===== src/sv/tdsm_pkg.sv =====
// Shared types, codes and the segment lookup of the two-digit display mux.
// Used by every module of the block and by its checker; depends on nothing.
`default_nettype none

package tdsm_pkg;

  localparam int ValueW   = 15;
  localparam int QuotW    = 12;
  localparam int SegW     = 7;
  localparam int LinesW   = 2;
  localparam int RecipW   = 16;
  localparam int RecipSh  = 19;

  // Reciprocal of ten, exact for any value below 81920 with a shift of 19.
  localparam logic [RecipW-1:0] RECIP_TEN = 16'hCCCD;
  localparam logic [ValueW-1:0] TWO_DIGIT_LIMIT = 15'd100;

  localparam logic ACT_WRITE = 1'b0;
  localparam logic ACT_TICK  = 1'b1;

  localparam logic [LinesW-1:0] LINES_RESET = 2'b01;
  localparam logic [SegW-1:0]   SEG_RESET   = 7'h00;
  localparam logic [SegW-1:0]   SEG_BLANK   = 7'h7F;

  typedef struct packed {
    logic              action;
    logic [ValueW-1:0] value;
  } item_t;

  typedef struct packed {
    logic [SegW-1:0]   segments_n;
    logic [LinesW-1:0] digit_lines;
  } disp_t;

  typedef enum logic [1:0] {
    ST_IDLE = 2'b01,
    ST_DIV  = 2'b10
  } state_t;

  // Stored patterns and busy flag handed from the digit unit to the top.
  typedef struct packed {
    logic            busy;
    logic [SegW-1:0] ones;
    logic [SegW-1:0] tens;
  } digits_t;

  function automatic logic [SegW-1:0] seg_of(input logic [3:0] digit);
    logic [SegW-1:0] pat;
    case (digit)
      4'd0:    pat = 7'h40;
      4'd1:    pat = 7'h79;
      4'd2:    pat = 7'h24;
      4'd3:    pat = 7'h30;
      4'd4:    pat = 7'h19;
      4'd5:    pat = 7'h12;
      4'd6:    pat = 7'h02;
      4'd7:    pat = 7'h78;
      4'd8:    pat = 7'h00;
      4'd9:    pat = 7'h18;
      default: pat = SEG_BLANK;
    endcase
    return pat;
  endfunction

endpackage

`default_nettype wire


===== src/sv/tdsm_div10.sv =====
// Divide-by-ten unit: quotient by reciprocal multiply, remainder by shift-add.
// Depends on tdsm_pkg.
`default_nettype none

module tdsm_div10 (
  input  wire logic [tdsm_pkg::ValueW-1:0] dividend,
  output logic      [tdsm_pkg::QuotW-1:0]  quot,
  output logic      [3:0]                  rem
);
  import tdsm_pkg::*;

  logic [ValueW+RecipW-1:0] prod;
  logic [ValueW-1:0]        quot_ext;
  logic [ValueW-1:0]        rem_full;

  assign prod     = {{RecipW{1'b0}}, dividend} * {{ValueW{1'b0}}, RECIP_TEN};
  assign quot     = prod[RecipSh+QuotW-1:RecipSh];
  assign quot_ext = {{(ValueW-QuotW){1'b0}}, quot};
  // rem = dividend - 8q - 2q
  assign rem_full = dividend - (quot_ext << 3) - (quot_ext << 1);
  assign rem      = rem_full[3:0];

endmodule

`default_nettype wire


===== src/sv/tdsm_digits.sv =====
// Write sequencer: reduces a value until below 100 with the shared divide-by-ten
// unit, then stores both digit patterns. Depends on tdsm_pkg, tdsm_div10.
`default_nettype none

module tdsm_digits (
  input  wire logic                        clk,
  input  wire logic                        rst,
  input  wire logic                        start,
  input  wire logic [tdsm_pkg::ValueW-1:0] start_value,
  output tdsm_pkg::digits_t                status
);
  import tdsm_pkg::*;

  state_t            state;
  logic [ValueW-1:0] work;
  logic [SegW-1:0]   ones;
  logic [SegW-1:0]   tens;
  logic [QuotW-1:0]  quot;
  logic [3:0]        rem;

  tdsm_div10 u_div10 (
    .dividend (work),
    .quot     (quot),
    .rem      (rem)
  );

  always_ff @(posedge clk) begin
    if (rst) begin
      state <= ST_IDLE;
      ones  <= SEG_RESET;
      tens  <= SEG_RESET;
    end else begin
      case (state)
        ST_IDLE: begin
          if (start) begin
            state <= ST_DIV;
          end
        end
        ST_DIV: begin
          // Two digits left: split and store, else drop the lowest digit.
          if (work < TWO_DIGIT_LIMIT) begin
            ones  <= seg_of(rem);
            tens  <= seg_of(quot[3:0]);
            state <= ST_IDLE;
          end
        end
        default: state <= ST_IDLE;
      endcase
    end
  end

  always_ff @(posedge clk) begin
    if (state == ST_IDLE && start) begin
      work <= start_value;
    end else if (state == ST_DIV && work >= TWO_DIGIT_LIMIT) begin
      work <= {{(ValueW-QuotW){1'b0}}, quot};
    end
  end

  assign status.busy = (state != ST_IDLE);
  assign status.ones = ones;
  assign status.tens = tens;

endmodule

`default_nettype wire


===== src/sv/two_digit_seven_segment_mux_unit.sv =====
// Top level of the two-digit seven-segment display mux.
// Depends on tdsm_pkg and tdsm_digits.
//
// Usage:
//   Input channel item/item_valid/item_stall carries an action and a value.
//   A write transfer (action = write) loads a new value; it gives no result.
//   The value is reduced by repeated divide-by-ten passes through one shared
//   reciprocal-multiply unit until below 100, then both digit patterns
//   (active low, bit0 = a .. bit6 = g) are stored. A write keeps the block
//   busy after its transfer for one pass per digit beyond two, plus the
//   final split; item_stall stays high meanwhile.
//   A tick transfer toggles both digit lines and yields one result on
//   disp/disp_valid/disp_stall in the next cycle: the ones pattern first
//   after reset, then tens, alternating, with the new lines.
//   The result sits in an output register; a new item is taken in the cycle
//   that register drains. While disp_stall holds a waiting result, the input
//   stalls and the result stays unchanged.
//   Reset (rst, synchronous): patterns read as all segments lit, tens line
//   high, ones digit is next to show, no result pending.
`default_nettype none

module two_digit_seven_segment_mux_unit (
  input  wire logic            clk,
  input  wire logic            rst,
  input  wire logic            item_valid,
  output logic                 item_stall,
  input  wire tdsm_pkg::item_t item,
  output logic                 disp_valid,
  input  wire logic            disp_stall,
  output tdsm_pkg::disp_t      disp
);
  import tdsm_pkg::*;

  digits_t           status;
  logic              out_free;
  logic              take;
  logic              write_go;
  logic              tick_go;
  logic              show_ones;
  logic [LinesW-1:0] lines;

  // Output register is free when empty or being drained this cycle.
  assign out_free   = !disp_valid || !disp_stall;
  assign item_stall = status.busy || !out_free;
  assign take       = item_valid && !item_stall;
  assign write_go   = take && (item.action == ACT_WRITE);
  assign tick_go    = take && (item.action == ACT_TICK);

  tdsm_digits u_digits (
    .clk         (clk),
    .rst         (rst),
    .start       (write_go),
    .start_value (item.value),
    .status      (status)
  );

  // Line and turn state: toggle on every tick.
  always_ff @(posedge clk) begin
    if (rst) begin
      show_ones <= 1'b1;
      lines     <= LINES_RESET;
    end else if (tick_go) begin
      show_ones <= !show_ones;
      lines     <= ~lines;
    end
  end

  // Output register: load on a tick, clear once the result is taken.
  always_ff @(posedge clk) begin
    if (rst) begin
      disp_valid <= 1'b0;
    end else if (tick_go) begin
      disp_valid <= 1'b1;
    end else if (!disp_stall) begin
      disp_valid <= 1'b0;
    end
  end

  always_ff @(posedge clk) begin
    if (tick_go) begin
      disp.segments_n  <= show_ones ? status.ones : status.tens;
      disp.digit_lines <= ~lines;
    end
  end

endmodule

`default_nettype wire


===== config.mk =====
export PLATFORM = sky130hd
export DESIGN_NAME = two_digit_seven_segment_mux_unit
export DESIGN_NICKNAME = d
export VERILOG_FILES = /design/src/sv/tdsm_pkg.sv /design/src/sv/tdsm_div10.sv /design/src/sv/tdsm_digits.sv /design/src/sv/two_digit_seven_segment_mux_unit.sv
export SDC_FILE = /design/constraint.sdc
export NUM_CORES = 1
export LEC_CHECK = 0
export BUFFER_PORTS_ARGS = -buffer_cell sky130_fd_sc_hd__buf_2
export CAP_MARGIN = 20
export CORE_MARGIN = 2
export CORE_UTILIZATION = 40
export DETAILED_ROUTE_END_ITERATION = 16
export PLACE_DENSITY = 0.64
export SETUP_SLACK_MARGIN = 0.05
export SYNTH_ARGS = -nofsm -noshare
export SYNTH_HDL_FRONTEND = slang
export SYNTH_SLANG_ARGS = --single-unit

===== constraint.sdc =====
create_clock -name clk -period 7 [get_ports clk]
set_clock_uncertainty 0.15 [all_clocks]
set_input_delay 0.35 -clock clk [delete_from_list [all_inputs] [get_ports clk]]
set_output_delay 0.35 -clock clk [all_outputs]
set_load 0.03 [all_outputs]

**After elaboration in Yosys (flattened, before gate mapping)**

Memories as Yosys holds them, arrays and structs flattened. A register that Yosys moved wholly into a read port is not among the register bits.
Cells that the tools add are included.

- Multipliers: 1
- Order comparisons: 2
- Muxes and demuxes: 8
- Add/sub/neg operators: 2
- Reduce and logical (&&, ||, !) cells: 15
- Eq/ne operators: 6
- Bitwise operators: 2

Operators with widths:

| cell | count |
|---|---|
| 15-bit by 16-bit multiplier with 31-bit output (second input constant) | 1 |
| 15-bit two-way mux | 2 |
| 15-bit by 7-bit greater-or-equal comparator with 1-bit output (second input constant) | 1 |
| 15-bit by 7-bit less-than comparator with 1-bit output (second input constant) | 1 |
| 2-bit by 1-bit != test with 1-bit output (second input constant) | 4 |
| 4-bit subtractor | 2 |
| 7-bit two-way mux | 1 |
| 1-bit logical AND | 5 |
| 1-bit logical NOT | 5 |
| 2-bit two-way mux | 2 |
| 2-bit case mux with 2 select lines | 1 |
| 2-bit AND reduction | 2 |
| 2-bit by 1-bit == test with 1-bit output (second input constant) | 1 |
| 2-bit == test (second input constant) | 1 |
| 1-bit logical OR | 2 |
| 1-bit two-way mux | 2 |
| 2-bit inverter | 1 |
| 2-bit nonzero test | 1 |
| 1-bit inverter | 1 |

- Memories kept: 2
- ROM bits: 224
- Word-level logic and storage cells: 45
- Bits of input ports: 20
- Bits in registers: 30

Memories:

| name | depth | bits a word | read ports | clocked after Yosys merged registers in | write ports | RTL line | RTL |
|---|---|---|---|---|---|---|---|
| (name not given) | 16 | 7 | 1 | 1 | 0 | tdsm_pkg.sv:49 | `case (digit)` |
| (name not given) | 16 | 7 | 1 | 1 | 0 | tdsm_pkg.sv:49 |  |

**Depth between registers and ports, before layout**

- Depth in word-level cells: 9
- Mapped depth: 29
- Depth with buffers taken out: 29

**Modules after synthesis**

Synthesis repeated with hierarchy kept, for this count alone.

- Cells, all modules: 585
- Area, all modules: 5,933.2 µm²

Modules (own cells, without submodules):

| module | seq. area each (µm²) | area each (µm²) | cells each | times used |
|---|---|---|---|---|
| tdsm_div10 | 0.0 | 3,707.3 | 389 | 1 |
| tdsm_digits | 770.7 | 1,676.6 | 156 | 1 |
| two_digit_seven_segment_mux_unit | 350.3 | 549.3 | 40 | 1 |

**Least setup slack after synthesis**

OpenSTA, ideal clock, no wires.

- Path kind: reg2reg
- Start: register u_digits.work[4]
- End: register u_digits.ones[4]
- Stages on the path, launching flop included: 29
- Path buffers: 0
- Path slack: -0.103 ns
- Arrival time: 6.831 ns
- Data required time: 6.728 ns
- Library setup time: 0.122 ns
- Clock period less this slack: 7.103 ns
- Path through: edfxtp_1 > inv_1 > ha_1 > fa_1 > inv_1 > xnor2_1 > ha_1 > fa_1 > inv_1 > fa_1 > inv_1 > ha_1 > ha_1 > a211oi_2 > o211ai_1 > o31ai_4 > o221ai_4 > o32ai_2 > xor2_2 > inv_1 > ha_1 > xnor2_1 > nand4_1 > mux2_2 > o2111ai_1 > nor3_2 > xnor2_4 > nor2_1 > a221o_1

- Word-level cells in the longest chain between the ends: 3
- Elaborated cells between the ends (all ways): 5
- Classes of those cells: add/sub: 2; mul: 1; order compare: 1; reduce/logical: 1

RTL lines:

| element | RTL line | RTL |
|---|---|---|
| start: declaration | tdsm_digits.sv:15 | `logic [ValueW-1:0] work;` |
| start signal: assignment | tdsm_digits.sv:54 | `work <= start_value;` |
| start signal: assignment | tdsm_digits.sv:56 | `work <= {{(ValueW-QuotW){1'b0}}, quot};` |
| 15-bit by 16-bit multiplier with 31-bit output | tdsm_div10.sv:16 | `assign prod = {{RecipW{1'b0}}, dividend} * {{ValueW{1'b0}}, RECIP_TEN};` |
| 4-bit subtractor (2 in series) | tdsm_div10.sv:20 | `assign rem_full = dividend - (quot_ext << 3) - (quot_ext << 1);` |
| end: declaration | tdsm_digits.sv:16 | `logic [SegW-1:0] ones;` |

Parallel ways exist; a longest one is shown, timed or not.
A chain may end at the register's enable or synchronous reset.

**Worst setup path in the final report**

- Start: register u_digits.work[1]
- End: register u_digits.ones[4]

Same word-level chain as after synthesis.

==> metrics.md <==
| Metric | Value |
|---|---|
| Status | finished, final reports clean |
| Clock Path Buffers | 2 |
| Core Region | 0.01509 mm2 |
| Fill cell count | 1423 |
| CP max stage cell | fa_1 |
| Critical Path Start | u_digits.work[1] |
| Clock Latency Late Sink | roughly 0.29 ns |
| Crit path top cell by count | fa_1 |
| Mean Syn Cell Area | approximately 10 um2 |
| Wirelength, routed | 13820 um |
| GP Congestion | 0.9143 |
| Initial antenna violation count | 0 |
| Via-to-Cell Ratio | 5.099 |
| Inst Count DP | 847 |
| Netlist cell types | between 60 and 70 |
| Iteration-0 DRC count of the detailed router | approximately 180 |
| Routed metal-1 wirelength | ~6300 um |
| Slew @ Worst Pin | between 0.6 and 0.7 ns |
| RR Startpoint | u_digits.work[1] |
| Vias in the first global route | 4744 |
| Critical Path RT | about 7.0 ns |
| # IOs | 31 |
| Die width | 127.7 um |
| Max Used Layer | met4 |
| Share of cells above drive strength 1 | 19.97% |
| DP Wirelength | 11790 um |
| Critical path capture point type | flop |
| Antenna-violating nets left | 0 |
| Synth area leaders | ha_1 (29%), fa_1 (18%), edfxtp_1 (12%), inv_1 (6.6%), dfxtp_1 (6.5%) |
| Clock root buffer | clkbuf_16 |
| Worst R2R End | u_digits.ones[4] |
| Multi-input gate area | 0.004808 mm2 |
| First-pass GRT wire length | 23160 um |
| Layout Nets | 898 |
| Die area | 0.01631 mm2 |
| Worst hold slack | 0.1870 ns |
| Synth Cell Area | about 0.0061 mm2 |
| R2r setup slk | between 0.3 and 0.4 ns |
| Final min period | 6.668 ns |
| Initial Utilization | 40.57% |
| EDFF count, synth | 24 |
| CP startpoint kind | flop |
| CP arrival | between 6 and 7 ns |
| Register area | 0.001121 mm2 |
| Num Clock Sinks | 44 |
| Gr usage total | 17.93% |
| Largest net degree at the start of global routing | 30 |
| Routed met3 length | 511 um |
| Synth Instances | 613 |
| Net Count, Synth | 831 |
| Setup violators final | 0 |
| N_diodes | 0 |
| CTS tree | built |
| Critical path's largest stage delay | ~0.56 ns |
| Critical path class | flop to flop |
| RSZ-0062 raised after global routing | false |
| Fin crit share | 95.25% |
| Crit path capture | u_digits.ones[4] |
| Synth cell count leaders | ha_1 (143), inv_1 (108), fa_1 (55) |
| Area Overhead vs Synth | 17.04% |
| Reg clk slew, reported paths | ~0.060 ns |
| Maximum clock rate | 150.0 MHz |
| Yosys warns | 0 |
| Synth Register Bits | 44 |
| DR vias | 4431 |
| Most frequent cell after synthesis | ha_1 |
| H-tree depth | 2 |
| WL met2 | 6863 um |
| Proportion of netlist area held by the largest area contributor | between 20 and 30% |
| Congestion Overflow GR | 0 |
| Pre-antenna DRT Iters | 5 |
| HP Start | item[13] |
| Max-Cap Viols | 0 |
| Reg2Reg Depth | 25 |
| DIE HEIGHT | 127.7 um |
| Final cell count without fillers | roughly 870 |
| CTS Buf Count | 5 |
| Hold/Removal Path Class | input port to flop |
| Top_reg_cell synth | edfxtp_1 |
| DRC errors left | 0 |
| Number of port buffers | 30 |
| Core Rows | between 40 and 50 |
| Sequential fraction of the synthesis area | 18.31% |
| Slew Limit Fails | 0 |
| Hold Buf Count CTS | 0 |
| Synth area leader | ha_1 |
| DR WL/cell | roughly 16 um |
| Crit path max fanout | 8 |
| Synth async-reset ratio | 0% |
| Final Hold Violating Endpoints | 0 |
| Slew headroom | 54.72% |
[area by class of cell]
cell class / instances / share of cell area [%]
repair buffers: 70 / 6.286
well taps: 188 / 3.283
clock inverters: 3 / 0.2794
flip-flops and latches: 44 / 15.65
multi-input cells: 451 / 67.10
inverters: 108 / 5.657
clock buffers: 5 / 1.746
[cell usage in the layout, fill, tap and decap left out, types with 9 or more instances in the layout]
master | Yosys | final
ha_1 | 143 | 134
inv_1 | 108 | 101
fa_1 | 55 | 53
nand2_1 | 53 | 52
buf_4 | 1 | 40
buf_2 | 0 | 30
edfxtp_1 | 24 | 24
dfxtp_1 | 20 | 20
nor2_1 | 21 | 19
a21oi_1 | 16 | 14
o21ai_1 | 13 | 13
nand3_1 | 12 | 12
a21o_1 | 10 | 10
xnor2_1 | 12 | 10
xor2_1 | 12 | 9
o21ai_0 | 9 | 9
mux2_2 | 10 | 9
[logic make-up (layout without fill, tap and decap cells)]
| group | count (synthesis) | in the layout | share of synthesized area [%] |
|---|---|---|---|
| adder cells (fa/ha/maj) | 198 | 198 | 47.21 |
| AND/OR/NAND/NOR | 128 | 128 | 10.36 |
| buffers and inverters | 118 | 186 | 7.296 |
| AO/OA/AOI/OAI | 84 | 84 | 9.995 |
| flip-flops | 44 | 44 | 18.31 |
| XOR/XNOR | 26 | 26 | 4.149 |
| multiplexers | 15 | 15 | 2.677 |
[worst max-delay path: cells and delay by family (launching register included)]
family	cells	cell delay [ns]
adders and majority gates	8	3.01
AOI/OAI and AO/OA	5	0.96
xor gates and xnor gates	3	0.70
and+or+nand+nor	4	0.65
DFF	1	0.40
buffers and inverters	4	0.36
muxes	1	0.30
[layer usage]
metal  up-vias  GRT usage, %
met5         -             0
met4         0         3.426
met3        13         2.629
met2        81         31.83
met1      2133         23.40
li1       2204             -
[worst min path at each step]
stage / cells after the start / slack (ns) / to
2_1_floorplan: 2 / 0.27 / u_digits.tens[3]
3_3_place_gp: 2 / 0.28 / u_digits.tens[4]
3_5_place_dp: 2 / 0.29 / u_digits.tens[4]
4_1_cts: 3 / 0.19 / disp_valid
5_1_grt: 2 / 0.19 / u_digits.work[13]
6_report: 2 / 0.19 / u_digits.work[13]
[what timing repair did]
action	4_1_cts	5_1_grt
pin swaps	15	22
setup buffers	6	8
gates resized for setup	11	26
endpoints found under the setup margin	7	8
gates cloned	0	0
[per-stage QoR]
stage / setup slack, ns / util (%) / area, um2 / setup TNS, ns
floorplan: 0.08434 / - / 6130 / 0
global placement: 0.09629 / 44.26 / 6679 / 0
detailed placement: -0.07546 / 44.26 / 6679 / -0.1715
CTS: 0.06881 / 46.07 / 6952 / 0
global route: 0.004612 / 47.49 / 7166 / 0
finish: 0.3324 / 47.49 / 7166 / 0
[state kept, by name (all words and copies together) (netlist names)]
signal          flops
disp                9
disp_valid          1
lines               2
show_ones           1
u_digits.ones       7
u_digits.state      2
u_digits.tens       7
u_digits.work      15
Power is not shown: default switching activity piles up to over one toggle a cycle in this logic, so the estimate is an artifact.
